File: src/rtl/assert_macros.svh
// Assertion macros used by the RTL files that carry checks.
`ifndef ASSERT_MACROS_SVH
`define ASSERT_MACROS_SVH

// Implication or plain property, checked on the rising clock edge outside reset.
`define ASSERT_PROP(lbl, clk, rst_n, prop, msg) \
  lbl: assert property (@(posedge clk) disable iff (!rst_n) prop) else $error(msg);

// Condition that must never hold outside reset.
`define ASSERT_NEVER(lbl, clk, rst_n, cond, msg) \
  lbl: assert property (@(posedge clk) disable iff (!rst_n) !(cond)) else $error(msg);

`endif

File: src/rtl/icu_pkg.sv
// Types, constants and helpers of the inode reference cache.
package icu_pkg;

  localparam int SLOTS    = 32;
  localparam int REF_BITS = 16;
  localparam int IDX_W    = (SLOTS > 1) ? $clog2(SLOTS) : 1;
  localparam int SLOT_W   = 5;
  localparam int DEV_W    = 8;
  localparam int INO_W    = 32;
  localparam int ACT_W    = 3;

  localparam logic [REF_BITS-1:0] REF_MAX  = '1;
  localparam logic [REF_BITS-1:0] REF_ONE  = REF_BITS'(1);
  localparam logic [REF_BITS-1:0] REF_ZERO = '0;
  localparam logic [IDX_W-1:0]    LAST_IDX = IDX_W'(SLOTS - 1);

  typedef enum logic [ACT_W-1:0] {
    ACT_GET    = 3'd0,
    ACT_DUP    = 3'd1,
    ACT_PUT    = 3'd2,
    ACT_LOCK   = 3'd3,
    ACT_UNLOCK = 3'd4
  } action_e;

  typedef enum logic [2:0] {
    ST_OK       = 3'd0,
    ST_FULL     = 3'd1,
    ST_BUSY     = 3'd2,
    ST_IGNORED  = 3'd3,
    ST_OVERFLOW = 3'd4
  } status_e;

  typedef enum logic [2:0] {
    SQ_IDLE,
    SQ_SCAN,
    SQ_READ,
    SQ_CAP,
    SQ_EXEC
  } seq_state_e;

  typedef struct packed {
    logic [REF_BITS-1:0] refcnt;
    logic [DEV_W-1:0]    device;
    logic [INO_W-1:0]    inode;
    logic                valid;
    logic                busy;
  } entry_t;

  // Raw action code: codes past the enum members are legal and ignored.
  // Members run from the top bits down, so action lands in the lowest bits.
  typedef struct packed {
    logic [SLOT_W-1:0] slot;
    logic [INO_W-1:0]  inode;
    logic [DEV_W-1:0]  device;
    logic [ACT_W-1:0]  action;
  } req_t;

  typedef struct packed {
    logic found;
    logic free_seen;
  } scan_t;

  typedef struct packed {
    logic             we;
    logic [IDX_W-1:0] idx;
    entry_t           ent;
  } wr_t;

  typedef struct packed {
    status_e           status;
    logic [SLOT_W-1:0] result_slot;
    logic              hit;
    logic              load_request;
    logic              writeback_request;
    logic              wake;
    logic [DEV_W-1:0]  slot_device;
    logic [INO_W-1:0]  slot_inode;
  } result_t;

  function automatic logic slot_in_range(input logic [SLOT_W-1:0] slot);
    return 32'(slot) < 32'(SLOTS);
  endfunction

  function automatic logic [IDX_W-1:0] slot_to_idx(input logic [SLOT_W-1:0] slot);
    logic [31:0] wide;
    wide = 32'(slot);
    return wide[IDX_W-1:0];
  endfunction

  function automatic logic [SLOT_W-1:0] idx_to_slot(input logic [IDX_W-1:0] idx);
    logic [31:0] wide;
    wide = 32'(idx);
    return wide[SLOT_W-1:0];
  endfunction

endpackage

File: src/rtl/icu_ram.sv
// Generic single-write, single-read RAM with registered read data.
module icu_ram #(
  parameter int WIDTH = 8,
  parameter int DEPTH = 32
) (
  input  logic                     clk_i,
  input  logic                     we_i,
  input  logic [$clog2(DEPTH)-1:0] waddr_i,
  input  logic [WIDTH-1:0]         wdata_i,
  input  logic                     re_i,
  input  logic [$clog2(DEPTH)-1:0] raddr_i,
  output logic [WIDTH-1:0]         rdata_o
);

  logic [WIDTH-1:0] mem_q [DEPTH];
  logic [WIDTH-1:0] rdata_q;

  always_ff @(posedge clk_i) begin
    if (we_i) begin
      mem_q[waddr_i] <= wdata_i;
    end
  end

  always_ff @(posedge clk_i) begin
    if (re_i) begin
      rdata_q <= mem_q[raddr_i];
    end
  end

  assign rdata_o = rdata_q;

endmodule

File: src/rtl/icu_exec.sv
// Action logic: turns a request and its target entry into a write-back and a result.
module icu_exec import icu_pkg::*; (
  input  req_t             req_i,
  input  entry_t           ent_i,
  input  logic [IDX_W-1:0] tgt_i,
  input  scan_t            scan_i,
  output wr_t              wr_o,
  output result_t          res_o
);

  logic zero_rep;

  always_comb begin
    wr_o             = '0;
    wr_o.idx         = slot_to_idx(req_i.slot);
    wr_o.ent         = ent_i;
    res_o            = '0;
    res_o.status     = ST_IGNORED;
    res_o.result_slot = req_i.slot;
    zero_rep         = 1'b0;

    if (req_i.action == ACT_GET) begin
      wr_o.idx          = tgt_i;
      res_o.result_slot = idx_to_slot(tgt_i);
      if (scan_i.found) begin
        res_o.hit = 1'b1;
        if (ent_i.refcnt == REF_MAX) begin
          res_o.status = ST_OVERFLOW;
        end else begin
          wr_o.we         = 1'b1;
          wr_o.ent.refcnt = ent_i.refcnt + REF_ONE;
          res_o.status    = ST_OK;
        end
      end else if (scan_i.free_seen) begin
        // claim the lowest free slot
        wr_o.we         = 1'b1;
        wr_o.ent.refcnt = REF_ONE;
        wr_o.ent.device = req_i.device;
        wr_o.ent.inode  = req_i.inode;
        wr_o.ent.valid  = 1'b0;
        wr_o.ent.busy   = 1'b0;
        res_o.status    = ST_OK;
      end else begin
        res_o.status      = ST_FULL;
        res_o.result_slot = '0;
        zero_rep          = 1'b1;
      end
    end else if (!slot_in_range(req_i.slot)) begin
      zero_rep = 1'b1;
    end else begin
      case (req_i.action)
        ACT_DUP: begin
          if (ent_i.refcnt == REF_ZERO) begin
            res_o.status = ST_IGNORED;
          end else if (ent_i.busy) begin
            res_o.status = ST_BUSY;
          end else if (ent_i.refcnt == REF_MAX) begin
            res_o.status = ST_OVERFLOW;
          end else begin
            wr_o.we         = 1'b1;
            wr_o.ent.refcnt = ent_i.refcnt + REF_ONE;
            res_o.status    = ST_OK;
          end
        end
        ACT_PUT: begin
          if (ent_i.refcnt == REF_ZERO) begin
            res_o.status = ST_IGNORED;
          end else if (ent_i.refcnt == REF_ONE && ent_i.valid) begin
            if (ent_i.busy) begin
              res_o.status = ST_BUSY;
            end else begin
              // last release of a loaded slot
              wr_o.we                 = 1'b1;
              wr_o.ent.refcnt         = REF_ZERO;
              wr_o.ent.valid          = 1'b0;
              wr_o.ent.busy           = 1'b0;
              res_o.writeback_request = 1'b1;
              res_o.status            = ST_OK;
            end
          end else begin
            wr_o.we         = 1'b1;
            wr_o.ent.refcnt = ent_i.refcnt - REF_ONE;
            res_o.status    = ST_OK;
          end
        end
        ACT_LOCK: begin
          if (ent_i.refcnt == REF_ZERO) begin
            res_o.status = ST_IGNORED;
          end else if (ent_i.busy) begin
            res_o.status = ST_BUSY;
          end else begin
            wr_o.we       = 1'b1;
            wr_o.ent.busy = 1'b1;
            if (!ent_i.valid) begin
              res_o.load_request = 1'b1;
              wr_o.ent.valid     = 1'b1;
            end
            res_o.status = ST_OK;
          end
        end
        ACT_UNLOCK: begin
          if (ent_i.refcnt == REF_ZERO || !ent_i.busy) begin
            res_o.status = ST_IGNORED;
          end else begin
            wr_o.we       = 1'b1;
            wr_o.ent.busy = 1'b0;
            res_o.wake    = 1'b1;
            res_o.status  = ST_OK;
          end
        end
        default: begin
          res_o.status = ST_IGNORED;
        end
      endcase
    end

    res_o.slot_device = zero_rep ? '0 : wr_o.ent.device;
    res_o.slot_inode  = zero_rep ? '0 : wr_o.ent.inode;
  end

endmodule

File: src/rtl/inode_reference_cache_unit.sv
// Top level of the inode reference cache: sequencer, slot table and result register.
//
//  channel  | dir | handshake                    | payload
//  ---------+-----+------------------------------+---------------------------------
//  request  | in  | s_axis_tvalid / s_axis_tready | s_axis_tdata: action, device,
//           |     |                              |   inode_number, slot
//  result   | out | m_axis_tvalid / m_axis_tready | m_axis_tdata: status, result_slot,
//           |     |                              |   hit, load/writeback/wake, slot
//           |     |                              |   device, slot inode
//
// Sequence: a get walks the slot table once through the single read port of the
// table RAM, one slot a cycle, and stops early on a hit. Dup, put, lock and unlock
// go through read, capture and execute; a slot outside the table goes straight to
// execute.
// Reset: rst_ni clears the sequencer state, the result valid flag and one live bit per
// slot; a slot whose live bit is low reads as all zero, so no clearing pass runs.
// Stalls: one request is in flight at a time. A finished result sits in the output
// register while the next request is taken; execute waits only when that register
// is still full and m_axis_tready is low.
`include "assert_macros.svh"

module inode_reference_cache_unit import icu_pkg::*; (
  input  logic        clk_i,
  input  logic        rst_ni,
  input  logic        s_axis_tvalid,
  output logic        s_axis_tready,
  // [2:0] action, [10:3] device, [42:11] inode_number, [47:43] slot
  input  logic [47:0] s_axis_tdata,
  output logic        m_axis_tvalid,
  input  logic        m_axis_tready,
  // [2:0] status, [7:3] result_slot, [8] hit, [9] load_request,
  // [10] writeback_request, [11] wake, [19:12] slot_device, [51:20] slot_inode,
  // [55:52] zero
  output logic [55:0] m_axis_tdata
);

  // Sequencer state
  seq_state_e       state_q, state_d;
  logic [IDX_W-1:0] idx_q, idx_d;            // next slot to read during a scan
  logic             issue_done_q, issue_done_d;
  logic             pend_q, pend_d;          // read data of eval_idx is on the RAM port
  logic             found_q, found_d;
  logic             free_seen_q, free_seen_d;
  logic             rd_live_q;

  // Request payload and scan results
  req_t             req_q, req_d;
  entry_t           ent_q, ent_d;
  logic [IDX_W-1:0] eval_idx_q, eval_idx_d;
  logic [IDX_W-1:0] tgt_q, tgt_d;
  logic [IDX_W-1:0] free_idx_q, free_idx_d;

  // Slot table: one live bit per slot, contents in RAM
  logic [SLOTS-1:0]     live_q;
  logic                 rd_en;
  logic [IDX_W-1:0]     rd_addr;
  logic [$bits(entry_t)-1:0] ram_rdata;
  entry_t               rd_entry;
  logic                 ram_we;

  // Result register
  logic    m_valid_q;
  result_t res_q;
  logic    out_load;
  logic    out_free;

  // Execute stage
  wr_t     wr;
  result_t res;
  scan_t   scan;
  logic    scan_match;

  icu_ram #(
    .WIDTH ($bits(entry_t)),
    .DEPTH (SLOTS)
  ) u_table (
    .clk_i   (clk_i),
    .we_i    (ram_we),
    .waddr_i (wr.idx),
    .wdata_i (wr.ent),
    .re_i    (rd_en),
    .raddr_i (rd_addr),
    .rdata_o (ram_rdata)
  );

  // Never-written slots read as the reset value.
  assign rd_entry = rd_live_q ? entry_t'(ram_rdata) : '0;

  assign scan_match = (rd_entry.refcnt != REF_ZERO) &&
                      (rd_entry.device == req_q.device) &&
                      (rd_entry.inode == req_q.inode);

  assign scan.found     = found_q;
  assign scan.free_seen = free_seen_q;

  icu_exec u_exec (
    .req_i  (req_q),
    .ent_i  (ent_q),
    .tgt_i  (found_q ? tgt_q : free_idx_q),
    .scan_i (scan),
    .wr_o   (wr),
    .res_o  (res)
  );

  assign out_free = !m_valid_q || m_axis_tready;

  always_ff @(posedge clk_i or negedge rst_ni) begin
    if (!rst_ni) begin
      state_q      <= SQ_IDLE;
      idx_q        <= '0;
      issue_done_q <= 1'b0;
      pend_q       <= 1'b0;
      found_q      <= 1'b0;
      free_seen_q  <= 1'b0;
    end else begin
      state_q      <= state_d;
      idx_q        <= idx_d;
      issue_done_q <= issue_done_d;
      pend_q       <= pend_d;
      found_q      <= found_d;
      free_seen_q  <= free_seen_d;
    end
  end

  always_ff @(posedge clk_i) begin
    req_q      <= req_d;
    ent_q      <= ent_d;
    eval_idx_q <= eval_idx_d;
    tgt_q      <= tgt_d;
    free_idx_q <= free_idx_d;
  end

  always_comb begin
    state_d      = state_q;
    idx_d        = idx_q;
    issue_done_d = issue_done_q;
    pend_d       = 1'b0;
    found_d      = found_q;
    free_seen_d  = free_seen_q;
    req_d        = req_q;
    ent_d        = ent_q;
    eval_idx_d   = eval_idx_q;
    tgt_d        = tgt_q;
    free_idx_d   = free_idx_q;
    rd_en        = 1'b0;
    rd_addr      = idx_q;
    ram_we       = 1'b0;
    out_load     = 1'b0;
    s_axis_tready = 1'b0;

    unique case (state_q)
      SQ_IDLE: begin
        s_axis_tready = 1'b1;
        if (s_axis_tvalid) begin
          req_d        = req_t'(s_axis_tdata);
          idx_d        = '0;
          issue_done_d = 1'b0;
          found_d      = 1'b0;
          free_seen_d  = 1'b0;
          if (req_d.action == ACT_GET) begin
            state_d = SQ_SCAN;
          end else if (slot_in_range(req_d.slot)) begin
            state_d = SQ_READ;
          end else begin
            state_d = SQ_EXEC;
          end
        end
      end
      SQ_SCAN: begin
        // issue one read a cycle, evaluate the one issued the cycle before
        if (!issue_done_q) begin
          rd_en        = 1'b1;
          idx_d        = idx_q + 1'b1;
          issue_done_d = (idx_q == LAST_IDX);
          eval_idx_d   = idx_q;
          pend_d       = 1'b1;
        end
        if (pend_q) begin
          if (scan_match) begin
            found_d = 1'b1;
            tgt_d   = eval_idx_q;
            ent_d   = rd_entry;
            state_d = SQ_EXEC;
          end else begin
            if (!free_seen_q && rd_entry.refcnt == REF_ZERO) begin
              free_seen_d = 1'b1;
              free_idx_d  = eval_idx_q;
            end
            if (eval_idx_q == LAST_IDX) begin
              state_d = SQ_EXEC;
            end
          end
        end
      end
      SQ_READ: begin
        rd_en   = 1'b1;
        rd_addr = slot_to_idx(req_q.slot);
        state_d = SQ_CAP;
      end
      SQ_CAP: begin
        ent_d   = rd_entry;
        state_d = SQ_EXEC;
      end
      SQ_EXEC: begin
        // write back and hand off together, once the result register is free
        if (out_free) begin
          ram_we   = wr.we;
          out_load = 1'b1;
          state_d  = SQ_IDLE;
        end
      end
      default: begin
        state_d = SQ_IDLE;
      end
    endcase
  end

  always_ff @(posedge clk_i or negedge rst_ni) begin
    if (!rst_ni) begin
      live_q    <= '0;
      rd_live_q <= 1'b0;
    end else begin
      if (ram_we) begin
        live_q[wr.idx] <= 1'b1;
      end
      if (rd_en) begin
        rd_live_q <= live_q[rd_addr];
      end
    end
  end

  always_ff @(posedge clk_i or negedge rst_ni) begin
    if (!rst_ni) begin
      m_valid_q <= 1'b0;
    end else if (out_load) begin
      m_valid_q <= 1'b1;
    end else if (m_axis_tready) begin
      m_valid_q <= 1'b0;
    end
  end

  always_ff @(posedge clk_i) begin
    if (out_load) begin
      res_q <= res;
    end
  end

  assign m_axis_tvalid = m_valid_q;
  assign m_axis_tdata  = {4'b0000, res_q.slot_inode, res_q.slot_device, res_q.wake,
                          res_q.writeback_request, res_q.load_request, res_q.hit,
                          res_q.result_slot, res_q.status};

  // Write-back and table reads never share a cycle.
  `ASSERT_NEVER(a_wr_rd_excl, clk_i, rst_ni, ram_we && rd_en, "table write during read")
  // An accepted request always leaves idle.
  `ASSERT_PROP(a_leave_idle, clk_i, rst_ni, (s_axis_tvalid && s_axis_tready) |=> (state_q != SQ_IDLE), "request accepted but sequencer idle")
  // A written slot is live from then on.
  `ASSERT_PROP(a_live_set, clk_i, rst_ni, ram_we |=> live_q[$past(wr.idx)], "written slot not marked live")

endmodule
File: config.mk
export PLATFORM = sky130hd
export DESIGN_NAME = inode_reference_cache_unit
export DESIGN_NICKNAME = d
export VERILOG_FILES = /design/src/rtl/icu_pkg.sv /design/src/rtl/icu_ram.sv /design/src/rtl/icu_exec.sv /design/src/rtl/inode_reference_cache_unit.sv
export VERILOG_INCLUDE_DIRS = /design/src /design/src/rtl
export SDC_FILE = /design/constraint.sdc
export NUM_CORES = 2
export LEC_CHECK = 0
export CAP_MARGIN = 10
export CORE_ASPECT_RATIO = 1.25
export CORE_MARGIN = 1
export CORE_UTILIZATION = 60
export CTS_BUF_LIST = sky130_fd_sc_hd__clkbuf_8
export CTS_CLUSTER_SIZE = 16
export DETAILED_ROUTE_END_ITERATION = 6
export DONT_BUFFER_PORTS = 1
export GPL_TIMING_DRIVEN = 0
export PLACE_DENSITY = 0.85
export SYNTH_ARGS = -nofsm -noshare
export SYNTH_HDL_FRONTEND = slang
export SYNTH_SLANG_ARGS = --single-unit
File: constraint.sdc
create_clock -name clk_i -period 9.95 [get_ports clk_i]
set_input_delay 2.985 -clock clk_i [delete_from_list [all_inputs] [get_ports clk_i]]
set_output_delay 2.985 -clock clk_i [all_outputs]
set_load 0.03 [all_outputs]
After elaboration in Yosys (flattened, before gate mapping):

Memory sizes are Yosys's and may differ from the RTL's. A register that Yosys moved wholly into a read port is not among the register bits.
Cells that the tools add are included.

* memories: 1
* input port bits: 52
* register bits after elaboration: 219
* word-level logic and storage cells: 193
* RAM bits: 1856

* reductions and logical operators: 32
* mux-type cells: 96
* eq/ne operators: 22
* bitwise logic cells: 7
* $add $sub $neg: 3
* $lt $le $gt $ge: 3

Memories
* u_table.mem_q: words 32, bits a word 58, read ports 1, clocked after memory_dff 1, write ports 1, RTL line icu_ram.sv:15 `logic [WIDTH-1:0] mem_q [DEPTH];`

Operators with widths (number)
* 58-bit 2-to-1 mux: 4
* 16-bit 2-to-1 mux: 8
* 58-bit one-hot mux with 2 select lines: 1
* 42-bit 2-to-1 mux: 1
* 40-bit 2-to-1 mux: 1
* 3-bit 2-to-1 mux: 13
* 1-bit 2-to-1 mux: 38
* 5-bit 2-to-1 mux: 7
* 32-bit == test: 1
* 16-bit logical NOT: 2
* 32-bit bitwise OR: 1
* 16-bit one-hot mux with 2 select lines: 1
* 2-bit 2-to-1 mux: 9
* 16-bit by 1-bit adder with 16-bit output (second input constant): 1
* 16-bit by 1-bit == test with 1-bit output (second input constant): 1
* 16-bit == test (second input constant): 1
* 16-bit nonzero test: 1
* 16-bit by 1-bit subtractor with 16-bit output (second input constant): 1
* 3-bit one-hot mux with 5 select lines: 1
* 2-bit != test (second input constant): 7
* 3-bit by 2-bit == test with 1-bit output (second input constant): 4
* 5-bit by 6-bit < comparator with 1-bit output (second input constant): 2
* 3-bit one-hot mux with 4 select lines: 1
* 4-bit AND reduction: 3
* 25 further kinds: 53

Logic depth before layout (Yosys ltp):

* word-level depth: 10
* mapped depth: 11

By module:

From an unflattened synthesis, not the netlist that was laid out.

* cells, all modules: 5123
* area, all modules: 85530.8 µm²

By module, submodules not included
* icu_ram: instances 1, seq. area each 57475.1 µm², cells each 4055, area an instance 73778.3 µm²
* inode_reference_cache_unit: instances 1, seq. area each 6346.1 µm², cells each 628, area an instance 8954.8 µm²
* icu_exec: instances 1, seq. area each 0.0 µm², cells each 440, area an instance 2797.7 µm²

Worst setup path after synthesis:

OpenSTA, ideal clock, no wires.

* kind: in2reg
* start: input m_axis_tready
* end: register live_q[0]
* slack: -954 ps
* arrival: 10805 ps
* cell stages on the path: 7
* required time: 9851 ps
* library setup time: 99 ps
* cell sequence: nand2b_1 > nand3_1 > inv_1 > o21a_1 > nand2_1 > nor4_1 > or2_2

* cells in the longest elaborated chain, start to end: 3

RTL lines
* start, declared: RTL line inode_reference_cache_unit.sv:30 `input logic m_axis_tready,`
* 1-bit logical OR: RTL line inode_reference_cache_unit.sv:105 `assign out_free = !m_valid_q || m_axis_tready;`
* 1-bit 2-to-1 mux: RTL line inode_reference_cache_unit.sv:206 `if (out_free) begin`
* 1-bit 2-to-1 mux: RTL line inode_reference_cache_unit.sv:151 `unique case (state_q)`
* end signal, assigned: RTL line inode_reference_cache_unit.sv:220 `live_q <= '0;`
* end signal, assigned by index: RTL line inode_reference_cache_unit.sv:224 `live_q[wr.idx] <= 1'b1;`
* end, declared: RTL line inode_reference_cache_unit.sv:54 `logic [SLOTS-1:0] live_q;`

Every way passes these cells.
A chain may end at the register's enable or synchronous reset.

Worst setup path in the final report:

* start: input m_axis_tready
* end: memory u_table.mem_q[27][33] (netlist bit) (enable)

* cells in the longest elaborated chain, start to end: 5

RTL lines
* 1-bit logical OR: RTL line inode_reference_cache_unit.sv:105
* 1-bit 2-to-1 mux: RTL line inode_reference_cache_unit.sv:206
* 1-bit 2-to-1 mux: RTL line inode_reference_cache_unit.sv:151
* 1-bit 2-to-1 mux: RTL line icu_ram.sv:19 `if (we_i) begin`
* 1-bit 2-to-1 mux (implied by the code): RTL line icu_ram.sv:20 `mem_q[waddr_i] <= wdata_i;`
* end, declared: RTL line icu_ram.sv:15

Every way passes these cells.

==> summary.md <==
| Metric | Value |
|---|---|
| Post-CTS Setup Bufs | 0 |
| Die W | 334 um |
| Final routed DRC violation total | 8 |
| CP Capture Type | register |
| GRT overflow | 0 |
| Hold WC Path Type | register to register |
| Ratio of cells with drive above 1 in the final layout | 28.2% |
| Clock Latency Late Sink | 1060 ps |
| Fin Setup TNS | 0 ps |
| Max incr delay on CP | 960 ps |
| Net count, final | 4,566 |
| Final Hold Fails | 0 |
| Multi-input logic area | 18,000 um^2 |
| Hold path endpoint | live_q[27] |
| Worst Slack Setup Final | 4300 ps |
| Mapped Avg Cell Area | 21.1 um^2 |
| Internal power | 16.7 mW |
| Outcome | finished with violations |
| CORE AREA | 136,000 um^2 |
| Top cells by area, synth | edfxtp_1 76%, mux4_2 13%, a22oi_1 2.2% |
| Iteration-0 DRC Markers | 7,845 |
| Crit-path most repeated cell | buf_4 |
| Cts repair resizes | 0 |
| Area leader, netlist | edfxtp_1 |
| Leakage | 30.3 nW |
| Worst slew margin | 15.1% |
| Unrepaired setup endpoints after global routing | no |
| Starting Density | 60.7% |
| Antenna-violating nets left | 0 |
| Cts bufs inserted | 317 |
| HP Start | live_q[27] |
| Placed cell area | 87,800 um^2 |
| CP max stage cell | nor4_2 |
| Peak supply drop | 0.172 mV |
| Failing checks | design-rule violations |
| Detailed Place HPWL | 154,000 um |
| Sw Pwr | 7.98 mW |
| Synth top area share | 75.9% |
| Power density cells | 264 nW/um^2 |
| H-Tree Depth | 5 |
| Crit path cell chain | nand2b_1 -> nand3_1 -> nor3_1 -> nand2_1 -> nor4_2 -> buf_4 -> buf_4 -> buf_4 -> buf_4 -> buf_4 -> buf_4 |
| Worst Path Buf+Inv | 6 |
| Wirelength per Cell | 35.4 um |
| Chip height | 417 um |
| CTS root buf | clkbuf_8 |
| CTS max path bufs | 4 |
| Via Count | 46,700 |
| CTS Sinks | 2,133 |
| Min-Delay Path Depth | 1 |
| CP startpoint kind | primary input |
| WHS | 472 ps |
| R2R setup slack | 4880 ps |
| Cell Count, Final, Fillers Out | 6,494 |
| FP Rows | 151 |
| Final setup fails | 0 |
| PortBufs | 0 |
| Distinct cells, synth | 78 |
| Crit Path Category | primary input to register |
| Tmin final | 5650 ps |
| Post-layout util | 68.6% |
| Clock Skew | 98.3 ps |
| Synth Cell Area | 82,600 um^2 |
| Gate power share | 28.2% |
| Sequential power share | 45.4% |
| Area growth syn-to-layout | 13.1% |
| Slew Limit Fails | 0 |
| Final worst-path cycle share | 56.8% |
| CP Data Required Time | 10,650 ps |
| Fill cell count | 7,414 |
| Seq/Total Area, Yosys | 77.3% |
| Worst Path Max Fanout | 8 |
| Critical Path AT | 6350 ps |
| Top-count cell post-synth | edfxtp_1 |
| Finished layout cell area | 93,400 um^2 |
| EDFF count, synth | 2,087 |
| Pin count of the biggest net entering global routing | 59 |
| Place WS | 3410 ps |
| Post-synth top cells | 2,087 x edfxtp_1, 468 x mux4_2, 241 x a22oi_1 |
| CTS tree | done |
| Async SR Flop Fraction | 2.16% |
| Worst-margin pin slew | 1260 ps |
| Synth Flop Type | edfxtp_1 |
| Vias in the first global route | 46,600 |
| R2R cell count | 15 |
| GRT Util Overall | 33.1% |
| Die area | 139,000 um^2 |
| Crit-path leading delay family | simple AND/OR/NAND/NOR gates |
| Max-Cap Viols | 0 |
| Vias per cell | 7.19 |
| Fmax | 177 MHz |
| First-pass GRT wire length | 323,000 um |
| Reg-to-Reg Start | ent_q[42] |
| Worst r2r dst | u_table.mem_q[10][26] |
| Clock network power share | 26.5% |
| Syn Inst Count | 3,905 |
| Worst-path clk slew | 60 ps |
| IO Pins | 110 |
| Placed cell count | 5,946 |
| Final total power | 24.6 mW |
| Warnings from Yosys | 0 |
| Initial antenna violation count | 14 |
| Final Wtd Congestion | 0.913 |
| Flip-flop and latch area | 63,800 um^2 |
| Yosys reg bits | 2,133 |
| Pre-antenna DRT Iters | 7 |
| Total Wirelength | 230,000 um |
| Hold Buf Count CTS | 0 |
| Sw Share | 32.4% |
## layout make-up
class                           instances  area share (%)
Sequential cell                      2133            68.3
Multi-Input combinational cell       1537            19.2
Clock buffer                          323            4.76
Timing Repair Buffer                  282            2.86
Tap cell                             1759            2.36
Clock inverter                        210            1.17
Buffer                                215            1.14
Inverter                               23          0.0951
Antenna cell                           12          0.0322
## worst max path at each step
| stage | from | endpoint | slack [ps] | cells after the start |
|---|---|---|---|---|
| after global placement | m_axis_tready | u_table.mem_q[5][30] | -9330 | 6 |
| final | m_axis_tready | u_table.mem_q[27][33] | 4300 | 11 |
| after CTS | m_axis_tready | u_table.mem_q[27][33] | 4490 | 11 |
| after detailed placement | m_axis_tready | u_table.mem_q[27][33] | 3410 | 11 |
| after floorplan | m_axis_tready | u_table.mem_q[28][0] | -910 | 6 |
| after global routing | m_axis_tready | u_table.mem_q[27][33] | 4300 | 11 |
## per-layer routing
layer  part of all wire (%)  global-route usage, %  vias up
met1                     31                   39.2    23400
met5                  0.035                      0        -
met3                     13                   8.92      989
li1                       -                      -    17700
met4                    7.8                   22.6       12
met2                     49                   53.4     4568
## flip-flops by register name, indices dropped and copies added (netlist names), 3 cells and up
name and flops:
req_q 48, u_table.rdata_o 58, eval_idx_q 5, free_idx_q 5, state_q 3, idx_q 5
tgt_q 5, live_q 32, m_axis_tdata 52, ent_q 58, u_table.mem_q 1856
## power by group through the flow
stage / Sequential [mW] / Combinational (mW) / Clock (mW)
3_3_place_gp: 11.4 / 6.24 / 0
5_1_grt: 11.2 / 7.13 / 6.86
2_1_floorplan: 11.2 / 4.30 / 0
6_report: 11.2 / 6.94 / 6.52
3_5_place_dp: 11.3 / 6.65 / 0
4_1_cts: 11.1 / 6.79 / 6.52
## cell families after synthesis
family | Yosys count | synth area share [%]
xor+xnor | 18 | 0.191
other cells | 1 | 0.00454
fa+ha+maj | 5 | 0.0758
simple gates | 528 | 3.55
flops | 2133 | 77.3
mux | 530 | 13.6
buf+inv | 238 | 1.39
compound gates | 452 | 3.93
## cell usage in the layout (no fill, tap or decap), drive strengths merged, types with 7 or more instances in the layout
master and instances:
edfxtp 2087, mux4 468, clkbuf 433, buf 387, a22oi 241, clkinv 115, and2 105, inv 102
nor2 95, nand2 88, nand4 68, mux2 46, dfrtp 46, o21ai 46, nor4 38, a21oi 31
nor3 30, a31oi 25, or2 25, nand3 24, mux2i 16, o22ai 15, o21bai 14, diode 12
xnor2 11, nor4bb 10, o21a 9, nor2b 8, and3 8, nand3b 8, bufinv 8, clkinvlp 8
a211oi 8, xor2 7
No activity file was read; power rests on OpenSTA's default activity.
